[src/sv/bbm_pkg.sv]
// ---------------------------------------------------------------------------
// bbm_pkg - shared types and constants for the 3x3 border-mean box blur
// Column-sum job format, divide codes and reciprocal constants.
// ---------------------------------------------------------------------------
package bbm_pkg;

  localparam int NCH    = 3;   // red, green, blue
  localparam int CH_W   = 16;
  localparam int PIX_W  = NCH * CH_W;
  localparam int LO_W   = CH_W + 1;   // sum of two rows
  localparam int AL_W   = CH_W + 2;   // sum of three rows
  localparam int SUM_W  = CH_W + 4;   // sum of up to nine pixels
  localparam int N_EMIT = 4;
  localparam int SIZE_W = 11;
  localparam int QDEPTH = 4;

  localparam logic [SIZE_W-1:0] SIZE_RESET = 11'd512;

  // floor(x/9) = (x * RECIP9) >> SH9 for x < 2^21
  localparam logic [17:0] RECIP9 = 18'd233017;
  localparam int          SH9    = 21;
  // floor(x/3) = (x * RECIP3) >> SH3 for x < 2^19
  localparam logic [18:0] RECIP3 = 19'd349526;
  localparam int          SH3    = 20;

  // register index (paddr[2])
  localparam logic REG_IMAGE_SIZE = 1'b0;

  typedef enum logic [1:0] {
    DIV_BY_4,
    DIV_BY_6,
    DIV_BY_9
  } div_t;

  typedef struct packed {
    logic [NCH-1:0][AL_W-1:0] al;   // rows r-2..r
    logic [NCH-1:0][LO_W-1:0] lo;   // rows r-1..r
  } colsum_t;

  // col[0] = column c-2, col[1] = c-1, col[2] = c
  typedef struct packed {
    colsum_t [2:0]     col;
    logic              r_ge2;
    logic              c_ge2;
    logic [N_EMIT-1:0] emits;
  } job_t;

endpackage

[src/sv/bbm_fifo.sv]
// ---------------------------------------------------------------------------
// bbm_fifo - short job queue between front and back
// Register-based FIFO, head visible without a read cycle.
// ---------------------------------------------------------------------------
module bbm_fifo (
  input  logic          clk,
  input  logic          rst_n,
  input  logic          push,
  input  bbm_pkg::job_t din,
  output logic          full,
  input  logic          pop,
  output bbm_pkg::job_t dout,
  output logic          empty
);
  import bbm_pkg::*;

  localparam int PW = $clog2(QDEPTH);

  job_t          mem_r [QDEPTH];
  logic [PW-1:0] wp_r, rp_r;
  logic [PW:0]   cnt_r;

  assign full  = (cnt_r == (PW+1)'(QDEPTH));
  assign empty = (cnt_r == '0);
  assign dout  = mem_r[rp_r];

  always_ff @(posedge clk) begin
    if (!rst_n) begin
      wp_r  <= '0;
      rp_r  <= '0;
      cnt_r <= '0;
    end else begin
      if (push) wp_r <= wp_r + PW'(1);
      if (pop)  rp_r <= rp_r + PW'(1);
      case ({push, pop})
        2'b10:   cnt_r <= cnt_r + (PW+1)'(1);
        2'b01:   cnt_r <= cnt_r - (PW+1)'(1);
        default: cnt_r <= cnt_r;
      endcase
    end
  end

  always_ff @(posedge clk) begin
    if (push) mem_r[wp_r] <= din;
  end

endmodule

[config.mk]
export PLATFORM = sky130hd
export DESIGN_NAME = bbm_fifo
export DESIGN_NICKNAME = d
export VERILOG_FILES = /design/src/sv/bbm_pkg.sv /design/src/sv/bbm_fifo.sv
export SDC_FILE = /design/constraint.sdc
export NUM_CORES = 1
export LEC_CHECK = 0
export BUFFER_PORTS_ARGS = -buffer_cell sky130_fd_sc_hd__buf_2
export CORE_ASPECT_RATIO = 1.4
export CORE_MARGIN = 3
export CORE_UTILIZATION = 55
export CTS_CLUSTER_SIZE = 10
export DETAILED_ROUTE_END_ITERATION = 8
export PLACE_DENSITY = 0.75
export SLEW_MARGIN = 10
export SYNTH_ARGS = -nofsm -noshare
export SYNTH_HDL_FRONTEND = slang
export SYNTH_SLANG_ARGS = --single-unit
[constraint.sdc]
create_clock -name clk -period 15.7 [get_ports clk]
set_input_delay 1.57 -clock clk [delete_from_list [all_inputs] [get_ports clk]]
set_output_delay 1.57 -clock clk [all_outputs]
set_load 0.05 [all_outputs]
Word-level counts from Yosys, hierarchy flattened
Memory sizes are Yosys's and may differ from the RTL's. A register that Yosys moved wholly into a read port is not among the register bits.
Cells that the tools add are included.
W data, S select, Z words.
{"block": "word_totals", "out_inout_bits": 323, "reg_bits": 7, "elab_cells": 18, "ramBits": 1284, "n_memories": 1, "in_bits": 325}
{"block": "classes", "addsub": 4, "reduce_logical": 2, "n_eq_ne": 3, "mux": 5}
{"memory": "mem_r", "words": 4, "width": 321, "rd": 1, "rd_ports_with_merged_regs": 1, "wr": 1, "line_no": "bbm_fifo.sv:19", "rtl": "job_t mem_r [QDEPTH];"}
{"op": "$pmux W3 S2", "n": 1}
{"op": "$add A2 B1 Y2 const B", "n": 2}
{"op": "$mux W2", "n": 2}
{"op": "$add A3 B1 Y3 const B", "n": 1}
{"op": "$eq A3 B3 Y1 const B", "n": 1}
{"op": "$logic_not A3 Y1", "n": 1}
{"op": "$sub A3 B1 Y3 const B", "n": 1}
{"op": "$eq A2 B1 Y1 const B", "n": 1}
{"op": "$eq A2 B2 Y1 const B", "n": 1}
{"op": "$mux W1", "n": 2}
{"op": "$reduce_bool A2 Y1", "n": 1}

Logic depth before layout (Yosys ltp)
{"block": "logic_depth", "word_depth": 3, "depth_mapped": 7, "depth_no_buf": 7}

Worst setup path before layout
Ideal clock, no wire load.
{"block": "synth_path", "path_type": "input port to flip-flop", "start": "in push", "end": "mem mem_r[0][0] in the netlist's numbering (enable)", "t_arrival_ps": 8804, "setup_ps": 723, "stages": 1, "slack_ps": 6173, "required_time_ps": 14977, "path_buffers": 0, "path_cell_list": "and2_1"}
{"block": "synth_between", "elab_chain_len": 2}
{"item": "start, declared", "line_no": "bbm_fifo.sv:8", "rtl": "input logic push,"}
{"item": "$mux W1", "line_no": "bbm_fifo.sv:44", "rtl": "if (push) mem_r[wp_r] <= din;"}
{"item": "$mux W1 (implied by the code)", "line_no": "bbm_fifo.sv:44"}
{"item": "end, declared", "line_no": "bbm_fifo.sv:19"}
Every way passes these cells.

==> flow_summary_export.csv <==
group,metric,value,unit
worst_setup_path,path_cells,"buf_4, buf_4, buf_4, mux4_2, buf_2",
run,max-cap-violations,0,
cts,cts_resized,0,
sta,finalSetupTns,0,ns
yosys,ys_ff_latch,1293,
yosys,ys_types,22,
cts,numCtsBuffers,147,
sta,slew_viol_final,0,
grt,grt_pass1_wl,148,mm
placement,finalWeightedCongestion,0.786,
grt,grt_max_degree,166,
worst_setup_path,worst-setup-path-type,"flop to primary output",
cts,cts_buffer_depth,3,
yosys,avgSynthCellArea,27.3,sq um
worst_setup_path,startpoint_type,"flop",
route,dr.pass1.iters,5,
worst_setup_path,slowest_delay,0.86,ns
grt,overflow,0,
route,drt_iter0_drc,1591,
cts,post_cts_buffers,0,
yosys,netlist_instances,1723,
cts,cts_root_buffer,"clkbuf_16",
cts,holdBufCountCts,0,
sta,skew,0.0214,ns
grt,grt_pass1_vias,23293,
cts,worstSkewPairLatency,0.73,ns
die,die_x,253,um
die,die-height,352,um
sta,max_slew_margin,0.0975,
die,start_util,0.556,
finish,multi_input_area,0.00749,sq mm
die,core_area,0.0847,sq mm
route,vias,21230,
sta,setup_slack,9.35,ns
finish,seq_area,0.0387,sq mm
sta,tightest_slew,1.35,ns
sta,rsz0062_at_grt,"no",
finish,drive_gt1_frac,0.463,
die,io_pins,648,
yosys,synth_top_flop_cell,"edfxtp_1",
worst_setup_path,worst_path_max_delay_cell,"buf_4",
yosys,synth.largest_area_cell,"edfxtp_1",
yosys,synth_edf_count,1284,
power,p_per_area,146,mW/mm^2
finish,nets,2800,
sta,clock.fmax,0.157,GHz
sta,setup_violations,0,
die,die_area,0.0892,sq mm
route,drc,0,
worst_setup_path,crit_required,14.13,ns
worst_setup_path,critPathCaptureType,"primary output",
grt,antenna_found_initial,55,
route,wl_per_cell,27.4,um
finish,fillers,5272,
yosys,synthTopCellsByArea,"edfxtp_1 82%, mux4_2 15%, buf_12 1.4%, dfxtp_1 0.38%, buf_2 0.32%",
route,ant_nets,0,
outcome,outcome,"completed",
worst_setup_path,critPathMaxFanout,49,
yosys,ys_seq_area_frac,0.823,
placement,hpwlAfterDp,60.3,mm
placement,port_buffers,647,
placement,dp_slack,9.89,ns
sta,hold_viol,0,
cts,cts_sinks,1293,
yosys,syn-cell-area,0.0471,sq mm
yosys,synth_nets,2054,
power,ir_drop,0.000142,V
worst_setup_path,cp.arrival,4.78,ns
cts,ctsHtreeMaxLevel,4,
cts,clk_pin_slew,0.05,ns
grt,grt_use_total,0.226,
die,rows,126,
power,p_leak,18.4,nW
sta,period_share,0.405,
route,via_per_inst,5.87,
yosys,ys_async_sr_fraction,0,
route,totalWireLength,99.3,mm
worst_setup_path,cpMostUsedCell,"buf_4",
cts,cts_tree,"done",
finish,area_delta_synth_final,17.1,%
sta,period_minus_slack,6.35,ns
hold_path,min_path_type,"flop to flop",
yosys,netlist.area_leader.share,0.819,
yosys,yosysWarnings,0,
-- cells in the final DEF (no fill, tap or decap), drive strengths merged, types with 3 or more instances in the layout --
cell type and n:
dfxtp 9, mux4 321, diode 31, and2 10
buf 669, inv 15, edfxtp 1284, xor2 3
ha 5, clkinv 7, clkbuf 164
-- per-stage QoR --
stage | hold slack (ns) | util | cell area, sq um | power, mW | cells
2_1_floorplan | 0.473 | - | 47100 | 4.97 | 1723
3_3_place_gp | 0.484 | 0.603 | 51100 | 5.18 | 3408
3_5_place_dp | 0.534 | 0.603 | 51100 | 5.21 | 3408
4_1_cts | 0.539 | 0.650 | 55100 | 8.12 | 3588
5_1_grt | 0.605 | 0.651 | 55100 | 8.30 | 3610
6_report | 0.545 | 0.651 | 55100 | 8.04 | 3619
-- cells in the mapped netlist (3+ instances only) --
library cell     n
xor2_1           3
clkbuf_1         6
inv_1            6
dfxtp_1          9
buf_4            3
buf_12          32
buf_2           30
mux4_2         321
edfxtp_1      1284
ha_1             5
and2_1          10
-- cell type report --
cell class,instances,share of cell area
sequential,1293,0.703
tap,1088,0.0247
timing repair buffer,669,0.0626
multi-input combinational,352,0.136
antenna,31,0.00141
clock buffer,164,0.0679
inverter,6,0.000408
clock inverter,16,0.00447
-- flip-flops by register name (all words and copies together) (netlist names), named ones only --
signal  count
rp_r        2
cnt_r       3
wp_r        2
mem_r    1284
-- path summary, 6_finish.rpt --
kind	start	to	slack [ns]	cells after the start
max	flop	dout[295]	9.35	5
min	cnt_r[2]$_SDFFE_PN0P_	cnt_r[2]$_SDFFE_PN0P_	0.54	2
max reg2reg	wp_r[1]$_SDFFE_PN0P_	mem_r[1][266]$_DFFE_PP_	11.84	5
min reg2reg	cnt_r[2]$_SDFFE_PN0P_	cnt_r[2]$_SDFFE_PN0P_	0.54	2
-- logic make-up (layout without fill, tap and decap cells) --
kind of cell / after synthesis / in the layout / share of synthesized area
flops: 1293 / 1293 / 0.823
mux: 322 / 322 / 0.154
fa+ha+maj: 6 / 6 / 0.00175
xor+xnor: 5 / 5 / 0.000930
simple gates: 16 / 16 / 0.00199
other cells: 0 / 31 / 0
buf+inv: 78 / 855 / 0.0185
compound gates: 3 / 3 / 0.000372
-- worst max-delay path, delay by kind of cell (launching register included) --
family | cells | cell delay (ns)
buffers and inverters | 4 | 2.61
flip-flops | 1 | 0.67
multiplexers | 1 | 0.63
-- metal layers --
layer  global-route usage  wire [um]  vias to the layer above
met4                0.123       4980                       38
met2                0.366      50700                      954
met1                0.267      33900                    11010
li1                     -          -                     8965
met5                    0        256                        -
met3               0.0788       9440                      263
-- where the power goes --
| group | internal, mW | total, mW | switching [mW] | leakage, nW |
|---|---|---|---|---|
| combinational | 0.312 | 1.11 | 0.799 | 4.57 |
| clock | 1.68 | 2.91 | 1.22 | 1.94 |
| sequential | 3.98 | 4.02 | 0.0465 | 11.9 |
Note: power is estimated with default switching activity, not from simulation.
