[config.mk]
export PLATFORM = sky130hd
export DESIGN_NAME = bbm_back
export DESIGN_NICKNAME = d
export VERILOG_FILES = /design/src/sv/bbm_pkg.sv /design/src/sv/bbm_back.sv
export SDC_FILE = /design/constraint.sdc
export NUM_CORES = 2
export LEC_CHECK = 0
export BUFFER_PORTS_ARGS = -buffer_cell sky130_fd_sc_hd__buf_2
export CORE_UTILIZATION = 55
export CTS_CLUSTER_DIAMETER = 120
export DETAILED_ROUTE_END_ITERATION = 12
export GPL_ROUTABILITY_DRIVEN = 0
export PLACE_DENSITY_LB_ADDON = 0.15
export SYNTH_ARGS = -nofsm -noshare
export SYNTH_HDL_FRONTEND = slang
export SYNTH_SLANG_ARGS = --single-unit
[constraint.sdc]
create_clock -name clk -period 84.7 [get_ports clk]
set_input_delay 25.41 -clock clk [delete_from_list [all_inputs] [get_ports clk]]
set_output_delay 25.41 -clock clk [all_outputs]
set_load 0.03 [all_outputs]
[src/sv/bbm_pkg.sv]
// ---------------------------------------------------------------------------
// bbm_pkg - shared types and constants for the 3x3 border-mean box blur
// Column-sum job format, divide codes and reciprocal constants.
// ---------------------------------------------------------------------------
package bbm_pkg;

  localparam int NCH    = 3;   // red, green, blue
  localparam int CH_W   = 16;
  localparam int PIX_W  = NCH * CH_W;
  localparam int LO_W   = CH_W + 1;   // sum of two rows
  localparam int AL_W   = CH_W + 2;   // sum of three rows
  localparam int SUM_W  = CH_W + 4;   // sum of up to nine pixels
  localparam int N_EMIT = 4;
  localparam int SIZE_W = 11;
  localparam int QDEPTH = 4;

  localparam logic [SIZE_W-1:0] SIZE_RESET = 11'd512;

  // floor(x/9) = (x * RECIP9) >> SH9 for x < 2^21
  localparam logic [17:0] RECIP9 = 18'd233017;
  localparam int          SH9    = 21;
  // floor(x/3) = (x * RECIP3) >> SH3 for x < 2^19
  localparam logic [18:0] RECIP3 = 19'd349526;
  localparam int          SH3    = 20;

  // register index (paddr[2])
  localparam logic REG_IMAGE_SIZE = 1'b0;

  typedef enum logic [1:0] {
    DIV_BY_4,
    DIV_BY_6,
    DIV_BY_9
  } div_t;

  typedef struct packed {
    logic [NCH-1:0][AL_W-1:0] al;   // rows r-2..r
    logic [NCH-1:0][LO_W-1:0] lo;   // rows r-1..r
  } colsum_t;

  // col[0] = column c-2, col[1] = c-1, col[2] = c
  typedef struct packed {
    colsum_t [2:0]     col;
    logic              r_ge2;
    logic              c_ge2;
    logic [N_EMIT-1:0] emits;
  } job_t;

endpackage

[src/sv/bbm_back.sv]
// ---------------------------------------------------------------------------
// bbm_back - result sequencer and mean pipeline
// Expands each job into its results, sums the columns, divides by the
// neighbour count and holds the result in the output register.
// ---------------------------------------------------------------------------
module bbm_back (
  input  logic                     clk,
  input  logic                     rst_n,
  input  bbm_pkg::job_t            q_head,
  input  logic                     q_empty,
  output logic                     q_pop,
  output logic                     out_valid,
  input  logic                     out_ready,
  output logic [bbm_pkg::CH_W-1:0] out_red,
  output logic [bbm_pkg::CH_W-1:0] out_green,
  output logic [bbm_pkg::CH_W-1:0] out_blue,
  output logic                     out_last_of_run,
  output logic                     out_end_of_frame
);
  import bbm_pkg::*;

  logic              en, from_q, issue, use_all, three;
  job_t              cur, cj_r;
  logic [N_EMIT-1:0] pend_r, mask, sel, rest;
  logic [NCH-1:0][SUM_W-1:0] sum;
  div_t              div;
  logic              a_vld_r, a_last_r, a_eof_r;
  div_t              a_div_r;
  logic [NCH-1:0][SUM_W-1:0] a_sum_r;
  logic [NCH-1:0][CH_W-1:0]  mean, o_mean_r;
  logic              o_last_r, o_eof_r;

  assign en     = !out_valid || out_ready;
  assign from_q = (pend_r == '0);
  assign cur    = from_q ? q_head : cj_r;
  assign mask   = from_q ? (q_empty ? '0 : q_head.emits) : pend_r;
  assign sel    = mask & (~mask + N_EMIT'(1));
  assign rest   = mask & ~sel;
  assign issue  = en && (mask != '0);
  assign q_pop  = issue && from_q;

  always_ff @(posedge clk) begin
    if (!rst_n) begin
      pend_r <= '0;
    end else if (issue) begin
      pend_r <= rest;
    end
  end

  always_ff @(posedge clk) begin
    if (q_pop) cj_r <= q_head;
  end

  // row range: three rows on the first two results unless near the top;
  // column range: three columns on odd results unless at the left border
  assign use_all = (sel[0] | sel[1]) & cur.r_ge2;
  assign three   = (sel[0] | sel[2]) & cur.c_ge2;

  always_comb begin
    for (int ch = 0; ch < NCH; ch++) begin
      sum[ch] = (use_all ? SUM_W'(cur.col[1].al[ch]) : SUM_W'(cur.col[1].lo[ch]))
              + (use_all ? SUM_W'(cur.col[2].al[ch]) : SUM_W'(cur.col[2].lo[ch]));
      if (three) begin
        sum[ch] = sum[ch]
                + (use_all ? SUM_W'(cur.col[0].al[ch]) : SUM_W'(cur.col[0].lo[ch]));
      end
    end
    if (use_all && three) div = DIV_BY_9;
    else if (use_all || three) div = DIV_BY_6;
    else div = DIV_BY_4;
  end

  always_ff @(posedge clk) begin
    if (!rst_n) begin
      a_vld_r   <= 1'b0;
      out_valid <= 1'b0;
    end else if (en) begin
      a_vld_r   <= issue;
      out_valid <= a_vld_r;
    end
  end

  always_ff @(posedge clk) begin
    if (en) begin
      a_sum_r  <= sum;
      a_div_r  <= div;
      a_last_r <= (rest == '0);
      a_eof_r  <= sel[N_EMIT-1];
    end
  end

  // divide by reciprocal multiplication for nine and six, by a shift for four
  always_comb begin
    logic [37:0] p9, p3;
    for (int ch = 0; ch < NCH; ch++) begin
      p9 = {18'b0, a_sum_r[ch]} * {20'b0, RECIP9};
      p3 = {19'b0, a_sum_r[ch][SUM_W-1:1]} * {19'b0, RECIP3};
      unique case (a_div_r)
        DIV_BY_9: mean[ch] = p9[SH9 +: CH_W];
        DIV_BY_6: mean[ch] = p3[SH3 +: CH_W];
        default:  mean[ch] = a_sum_r[ch][2 +: CH_W];
      endcase
    end
  end

  always_ff @(posedge clk) begin
    if (en) begin
      o_mean_r <= mean;
      o_last_r <= a_last_r;
      o_eof_r  <= a_eof_r;
    end
  end

  assign out_red          = o_mean_r[0];
  assign out_green        = o_mean_r[1];
  assign out_blue         = o_mean_r[2];
  assign out_last_of_run  = o_last_r;
  assign out_end_of_frame = o_eof_r;

endmodule
Word level (Yosys, flattened, before mapping)
Index checks and enable logic that the tools add are counted.

word-level totals
  flip-flop bits (word level) = 441
  input bits = 325
  output and inout bits = 52
  word-level logic and storage cells = 86

cells by class
  $add $sub $neg = 7
  $mul = 6
  eq/ne operators = 2
  mux-type cells = 19
  bitwise logic cells = 8
  reductions and logical operators = 9

operators by type and width
  operator                count
  $mux 321                1
  $mux 18                 9
  $mul 20x18->37 const B  3
  $mul 19x18->35 const B  3
  $pmux 16 s2             3
  $add 19x18->20          3
  $mux 20                 3
  $add 18x18->19          3
  $and 4x4->4             2
  $logic_not 4->1         2
  $mux 4                  2
  $not 4->4               2
  $add 4x1->4 const B     1
  $reduce_bool 4->1       1
  $logic_and 1x1->1       3
  $and 1x1->1             2
  $eq 2x1->1 const B      1
  $eq 2x2->1 const B      1
  $logic_or 1x1->1        2
  $or 1x1->1              2
  $logic_not 1->1         1
  $mux 1                  1

Depth between registers and ports, before layout
  word-level depth = 11
  depth in mapped cells = 32
  depth with buffers taken out = 28

Worst setup path before layout
No wires, ideal clock.

  kind = input to output
  start point = in out_ready
  end point = out q_pop
  data arrival time = 41.941 ns
  required time = 59.290 ns
  path slack = 17.349 ns
  stages on the path = 5
  path buffers = 1
  cells stage by stage = nor2b_1 > clkbuf_1 > inv_1 > o31ai_1 > nor2_1

between the ends
  longest elaborated chain between the ends = 3

RTL lines
  element            line            text
  from (decl)        bbm_back.sv:13  input logic out_ready,
  $logic_or 1x1->1   bbm_back.sv:33  assign en = !out_valid || out_ready;
  via en             bbm_back.sv:22  logic en, from_q, issue, use_all, three;
  $logic_and 1x1->1  bbm_back.sv:39  assign issue = en && (mask != '0);
  $logic_and 1x1->1  bbm_back.sv:40  assign q_pop = issue && from_q;
  to (decl)          bbm_back.sv:11  output logic q_pop,

The timed path passes the listed nets, and every way through them passes these cells.

Worst setup path after layout
  start point = in q_empty
  end point = out q_pop

between the ends
  longest elaborated chain between the ends = 5

RTL lines
  element              line            text
  from (decl)          bbm_back.sv:10  input logic q_empty,
  $mux 4 (2 in a row)  bbm_back.sv:36  assign mask = from_q ? (q_empty ? '0 : q_head.emits) : pend_r;
  $reduce_bool 4->1    bbm_back.sv:39
  $logic_and 1x1->1    bbm_back.sv:39
  $logic_and 1x1->1    bbm_back.sv:40

Every way passes these cells.

==> flow_summary.html <==
<table>
<tr><th>Metric</th><th>Value</th></tr>
<tr><th colspan="2">Logic synthesis</th></tr>
<tr><td>Seq/Total Area, Yosys</td><td>23.7%</td></tr>
<tr><td>Syn_area_per_cell</td><td>around 11 um2</td></tr>
<tr><td>Cell Area, Synth</td><td>about 0.055 mm2</td></tr>
<tr><td>Share of synthesized registers carrying an async set or reset</td><td>0%</td></tr>
<tr><td>Synthesized flop and latch total</td><td>roughly 440</td></tr>
<tr><td>Warnings from Yosys</td><td>0</td></tr>
<tr><td>Post-Syn Instances</td><td>roughly 4900</td></tr>
<tr><td>Number of unique standard cell types used by synthesis</td><td>~80</td></tr>
<tr><td>EDFF count, synth</td><td>around 430</td></tr>
<tr><td>Most used DFF post-synth</td><td>sky130_fd_sc_hd__edfxtp_1</td></tr>
<tr><td>Synth Net Count</td><td>6845</td></tr>
<tr><th colspan="2">Worst setup path</th></tr>
<tr><td>Critical Path Fanout Max</td><td>4</td></tr>
<tr><td>Slack of the worst reg-to-reg path</td><td>75.82 ns</td></tr>
<tr><td>Kind of start point of the critical path</td><td>input pin</td></tr>
<tr><td>Worst reg2reg startpoint</td><td>pend_r[1]</td></tr>
<tr><td>Worst reg2reg path depth</td><td>28</td></tr>
<tr><td>Signal arrival time at the worst endpoint</td><td>~27 ns</td></tr>
<tr><td>CP endpoint kind</td><td>primary output</td></tr>
<tr><td>Startpoint-to-endpoint class of the critical path</td><td>input pin to primary output</td></tr>
<tr><td>Required time reported for the critical path endpoint</td><td>between 50 and 60 ns</td></tr>
<tr><td>Reg2reg end</td><td>a_sum_r[38]</td></tr>
<tr><th colspan="2">Worst hold path</th></tr>
<tr><td>Worst Hold Class</td><td>flip-flop to flip-flop</td></tr>
<tr><td>Min-delay src</td><td>a_last_r</td></tr>
<tr><td>Hold path endpoint</td><td>out_last_of_run</td></tr>
<tr><td>Hold-critical path depth</td><td>0</td></tr>
<tr><th colspan="2">Clock tree</th></tr>
<tr><td>Number of hold buffers added after cts</td><td>0</td></tr>
<tr><td>TritonCTS sink count</td><td>roughly 440</td></tr>
<tr><td>Buffers from clock root to sink, at most</td><td>3</td></tr>
<tr><td>Clock tree from TritonCTS</td><td>done</td></tr>
<tr><td>Clock Latency Late Sink</td><td>approximately 0.66 ns</td></tr>
<tr><td>Clock input transition at the sequential cells of the worst setup and hold paths</td><td>0.06 ns</td></tr>
<tr><td>H-Tree Depth</td><td>2</td></tr>
<tr><td>Root cell of the clock tree</td><td>sky130_fd_sc_hd__clkbuf_16</td></tr>
<tr><td>Post-cts resize count</td><td>0</td></tr>
<tr><td>Setup bufs post-CTS</td><td>0</td></tr>
<tr><td>Clock buffer count from CTS</td><td>51</td></tr>
<tr><th colspan="2">Floorplan</th></tr>
<tr><td>Initial Utilization</td><td>55.7%</td></tr>
<tr><td>Boundary pin count</td><td>about 380</td></tr>
<tr><td>Area of the placeable core</td><td>0.0987 mm2</td></tr>
<tr><td>Row Count</td><td>roughly 120</td></tr>
<tr><td>X dimension of the die</td><td>between 300 and 400 um</td></tr>
<tr><td>Die Height</td><td>318 um</td></tr>
<tr><td>Die ar.</td><td>0.101 mm2</td></tr>
<tr><th colspan="2">Layout</th></tr>
<tr><td>Layout cell share with drive strength beyond 1</td><td>roughly an eighth</td></tr>
<tr><td>Total number of nets in the final design</td><td>just over 7000</td></tr>
<tr><td>Register area</td><td>between 0.01 and 0.015 mm2</td></tr>
<tr><td>Fill cell count</td><td>between 8000 and 9000</td></tr>
<tr><td>Area growth from synthesis to final layout</td><td>9.45%</td></tr>
<tr><td>Area of the multi-input gates</td><td>approximately 0.037 mm2</td></tr>
<tr><th colspan="2">Global route</th></tr>
<tr><td>Maximum number of pins on one net before global-route repair</td><td>around 190</td></tr>
<tr><td>Wire length of the first global-routing pass</td><td>about 220 mm</td></tr>
<tr><td>Total global routing overflow</td><td>0</td></tr>
<tr><td>Total global routing track utilization</td><td>27.4%</td></tr>
<tr><td>Number of antenna violations at the first check in global routing</td><td>40</td></tr>
<tr><td>Vias in the first global route</td><td>~39000</td></tr>
<tr><th colspan="2">Timing</th></tr>
<tr><td>Final worst path period share</td><td>62.1%</td></tr>
<tr><td>Setup TNS</td><td>0 ns</td></tr>
<tr><td># setup viols final</td><td>0</td></tr>
<tr><td>Clock skew</td><td>around 0.063 ns</td></tr>
<tr><td>Time the worst path needs with I/O delays and setup</td><td>between 50 and 60 ns</td></tr>
<tr><td>Setup repair after global routing missed its margin</td><td>false</td></tr>
<tr><td>Pins over their slew limit</td><td>0</td></tr>
<tr><td>Pin slew with the least headroom to its limit</td><td>about 1.1 ns</td></tr>
<tr><td>Count of endpoints failing hold in the final timing report</td><td>0</td></tr>
<tr><td>Max transition margin</td><td>between 20% and 30%</td></tr>
<tr><td>Maximum achievable frequency</td><td>19.0 MHz</td></tr>
<tr><th colspan="2">Drt</th></tr>
<tr><td>Post-route antenna net violation count</td><td>0</td></tr>
<tr><td>Ratio of routed vias to standard cells</td><td>between 5 and 6</td></tr>
<tr><td>1st-iter DRT viols</td><td>2320</td></tr>
<tr><td>Post-route DRC violation count</td><td>0</td></tr>
<tr><td>Mean routed wirelength per cell</td><td>about 20 um</td></tr>
<tr><td>DR vias</td><td>36900</td></tr>
<tr><td>Initial DRT Pass Iterations</td><td>5</td></tr>
<tr><td>Aggregate routed wire length</td><td>roughly 140 mm</td></tr>
<tr><th colspan="2">Outcome</th></tr>
<tr><td>Status</td><td>finished, final reports clean</td></tr>
<tr><th colspan="2">Placed design</th></tr>
<tr><td>Half-perimeter wire length after placement</td><td>between 100 and 150 mm</td></tr>
<tr><td>Number of buffers added on ports</td><td>between 300 and 400</td></tr>
<tr><th colspan="2">Flow run</th></tr>
<tr><td># Max-Cap Violations</td><td>0</td></tr>
</table>
## cell usage after synthesis (all sizes together) (22+ instances only)
library cell  instances  share of area [%]
buf                  30               0.24
o21bai               22               0.30
a21o                 99                1.4
fa                  609                 22
clkbuf               36               0.25
inv                1201                8.2
a21oi               208                1.9
nor2b                32               0.36
edfxtp              431                 24
nand2               155                1.1
nand3                40               0.36
o21ai               110                1.0
nor2                155                1.1
nand2b               24               0.27
ha                 1007                 23
mux4                153                6.3
nor3                 42               0.39
xnor2               130                2.1
xor2                 98                1.6
o21a                 27               0.37
## placed cells by master (no fill, tap or decap), types with 8 or more instances in the layout
cell type                   synthesis  routed
sky130_fd_sc_hd__xnor2_1          130     130
sky130_fd_sc_hd__clkbuf_1          36       8
sky130_fd_sc_hd__xor2_1            98      98
sky130_fd_sc_hd__o221ai_1           9       9
sky130_fd_sc_hd__mux4_2           153     153
sky130_fd_sc_hd__nand2b_1          24      24
sky130_fd_sc_hd__a21oi_1          208     208
sky130_fd_sc_hd__o21a_1            27      27
sky130_fd_sc_hd__clkinv_1           1      11
sky130_fd_sc_hd__nor2b_1           32      32
sky130_fd_sc_hd__inv_1           1200    1199
sky130_fd_sc_hd__and2_1            12      12
sky130_fd_sc_hd__a211oi_1          19      19
sky130_fd_sc_hd__nand4_1           21      21
sky130_fd_sc_hd__o21bai_1          22      22
sky130_fd_sc_hd__a31oi_1           21      21
sky130_fd_sc_hd__or3_1             17      16
sky130_fd_sc_hd__clkbuf_16          0      51
sky130_fd_sc_hd__ha_1            1007    1006
sky130_fd_sc_hd__and3_1            12      12
sky130_fd_sc_hd__a21o_1            99      99
sky130_fd_sc_hd__diode_2            0      10
sky130_fd_sc_hd__nor3_1            41      40
sky130_fd_sc_hd__nor2_1           155     153
sky130_fd_sc_hd__a22oi_1           16      16
sky130_fd_sc_hd__mux2_2            11      11
sky130_fd_sc_hd__nand2_1          155     155
sky130_fd_sc_hd__buf_2             17     376
sky130_fd_sc_hd__nand3_1           40      40
sky130_fd_sc_hd__edfxtp_1         431     431
sky130_fd_sc_hd__buf_4              0      20
sky130_fd_sc_hd__o31ai_1           12      12
sky130_fd_sc_hd__o21ai_0          104     104
sky130_fd_sc_hd__o211ai_1          11      11
sky130_fd_sc_hd__a221oi_1          19      19
sky130_fd_sc_hd__a21boi_0          10      10
sky130_fd_sc_hd__fa_1             609     609
## flip-flops by register name, indices dropped and copies added (netlist names), 2 cells and up
name	count
a_sum_r	60
pend_r	3
cj_r	317
a_div_r	2
out_green	16
out_blue	16
out_red	16
## logic make-up (layout without fill, tap and decap cells)
| group | count (synthesis) | after routing | share of synthesized area (%) |
|---|---|---|---|
| fa+ha+maj | 1616 | 1616 | 45.1 |
| simple gates | 527 | 527 | 4.46 |
| flops | 436 | 436 | 23.7 |
| compound gates | 663 | 663 | 7.88 |
| other cells | 0 | 10 | 0 |
| xor+xnor | 228 | 228 | 3.63 |
| mux | 166 | 166 | 6.54 |
| buf+inv | 1268 | 1694 | 8.69 |
## through the flow
stage | instances | area [um2] | worst slack, ns | hold slack (ns) | util, %
final | 6627 | 60200 | 32.13 | 0.427 | 61.0
after global routing | 6619 | 60200 | 32.02 | 0.435 | 61.0
after CTS | 6617 | 60200 | 32.16 | 0.427 | 60.9
after detailed placement | 6522 | 58400 | 32.16 | 0.412 | 59.2
after global placement | 6522 | 58400 | 32.24 | 0.402 | 59.2
after floorplan | 4904 | 55000 | 17.35 | 0.400 | -
## critical path, stage by stage
cell and delay [ns]:
sky130_fd_sc_hd__buf_2 0.11, sky130_fd_sc_hd__nor2_1 0.07, sky130_fd_sc_hd__o21a_1 0.15, sky130_fd_sc_hd__nor2_1 0.27
sky130_fd_sc_hd__nand2_1 0.16, sky130_fd_sc_hd__o31ai_1 0.63, sky130_fd_sc_hd__nor2_4 0.13, sky130_fd_sc_hd__buf_2 0.23
## layer usage
layer  GRT usage, %  share of wire [%]  vias to the layer above
met5              0               0.27                        -
met4           4.53                1.5                       58
met3           5.02                6.8                      186
met2           44.0                 45                     1027
met1           39.4                 46                    18300
li1               -                  -                    17400
## how the worst max path moves through the flow
stage / to / start / cells after the start
after global placement: q_pop / q_empty / 8
after detailed placement: q_pop / q_empty / 8
after global routing: q_pop / q_empty / 8
final: q_pop / q_empty / 8
after floorplan: q_pop / out_ready / 5
after CTS: q_pop / q_empty / 8
## final cells by class
class / count / area share [%]
Multi-Input combinational cell: 3200 / 61.8
Sequential cell: 436 / 21.7
Inverter: 1202 / 7.50
Timing Repair Buffer: 397 / 3.41
Tap cell: 1287 / 2.68
Clock buffer: 65 / 2.31
Clock inverter: 30 / 0.557
Antenna cell: 10 / 0.0416
Power is not shown: default switching activity piles up to over one toggle a cycle in this logic, so the estimate is an artifact.
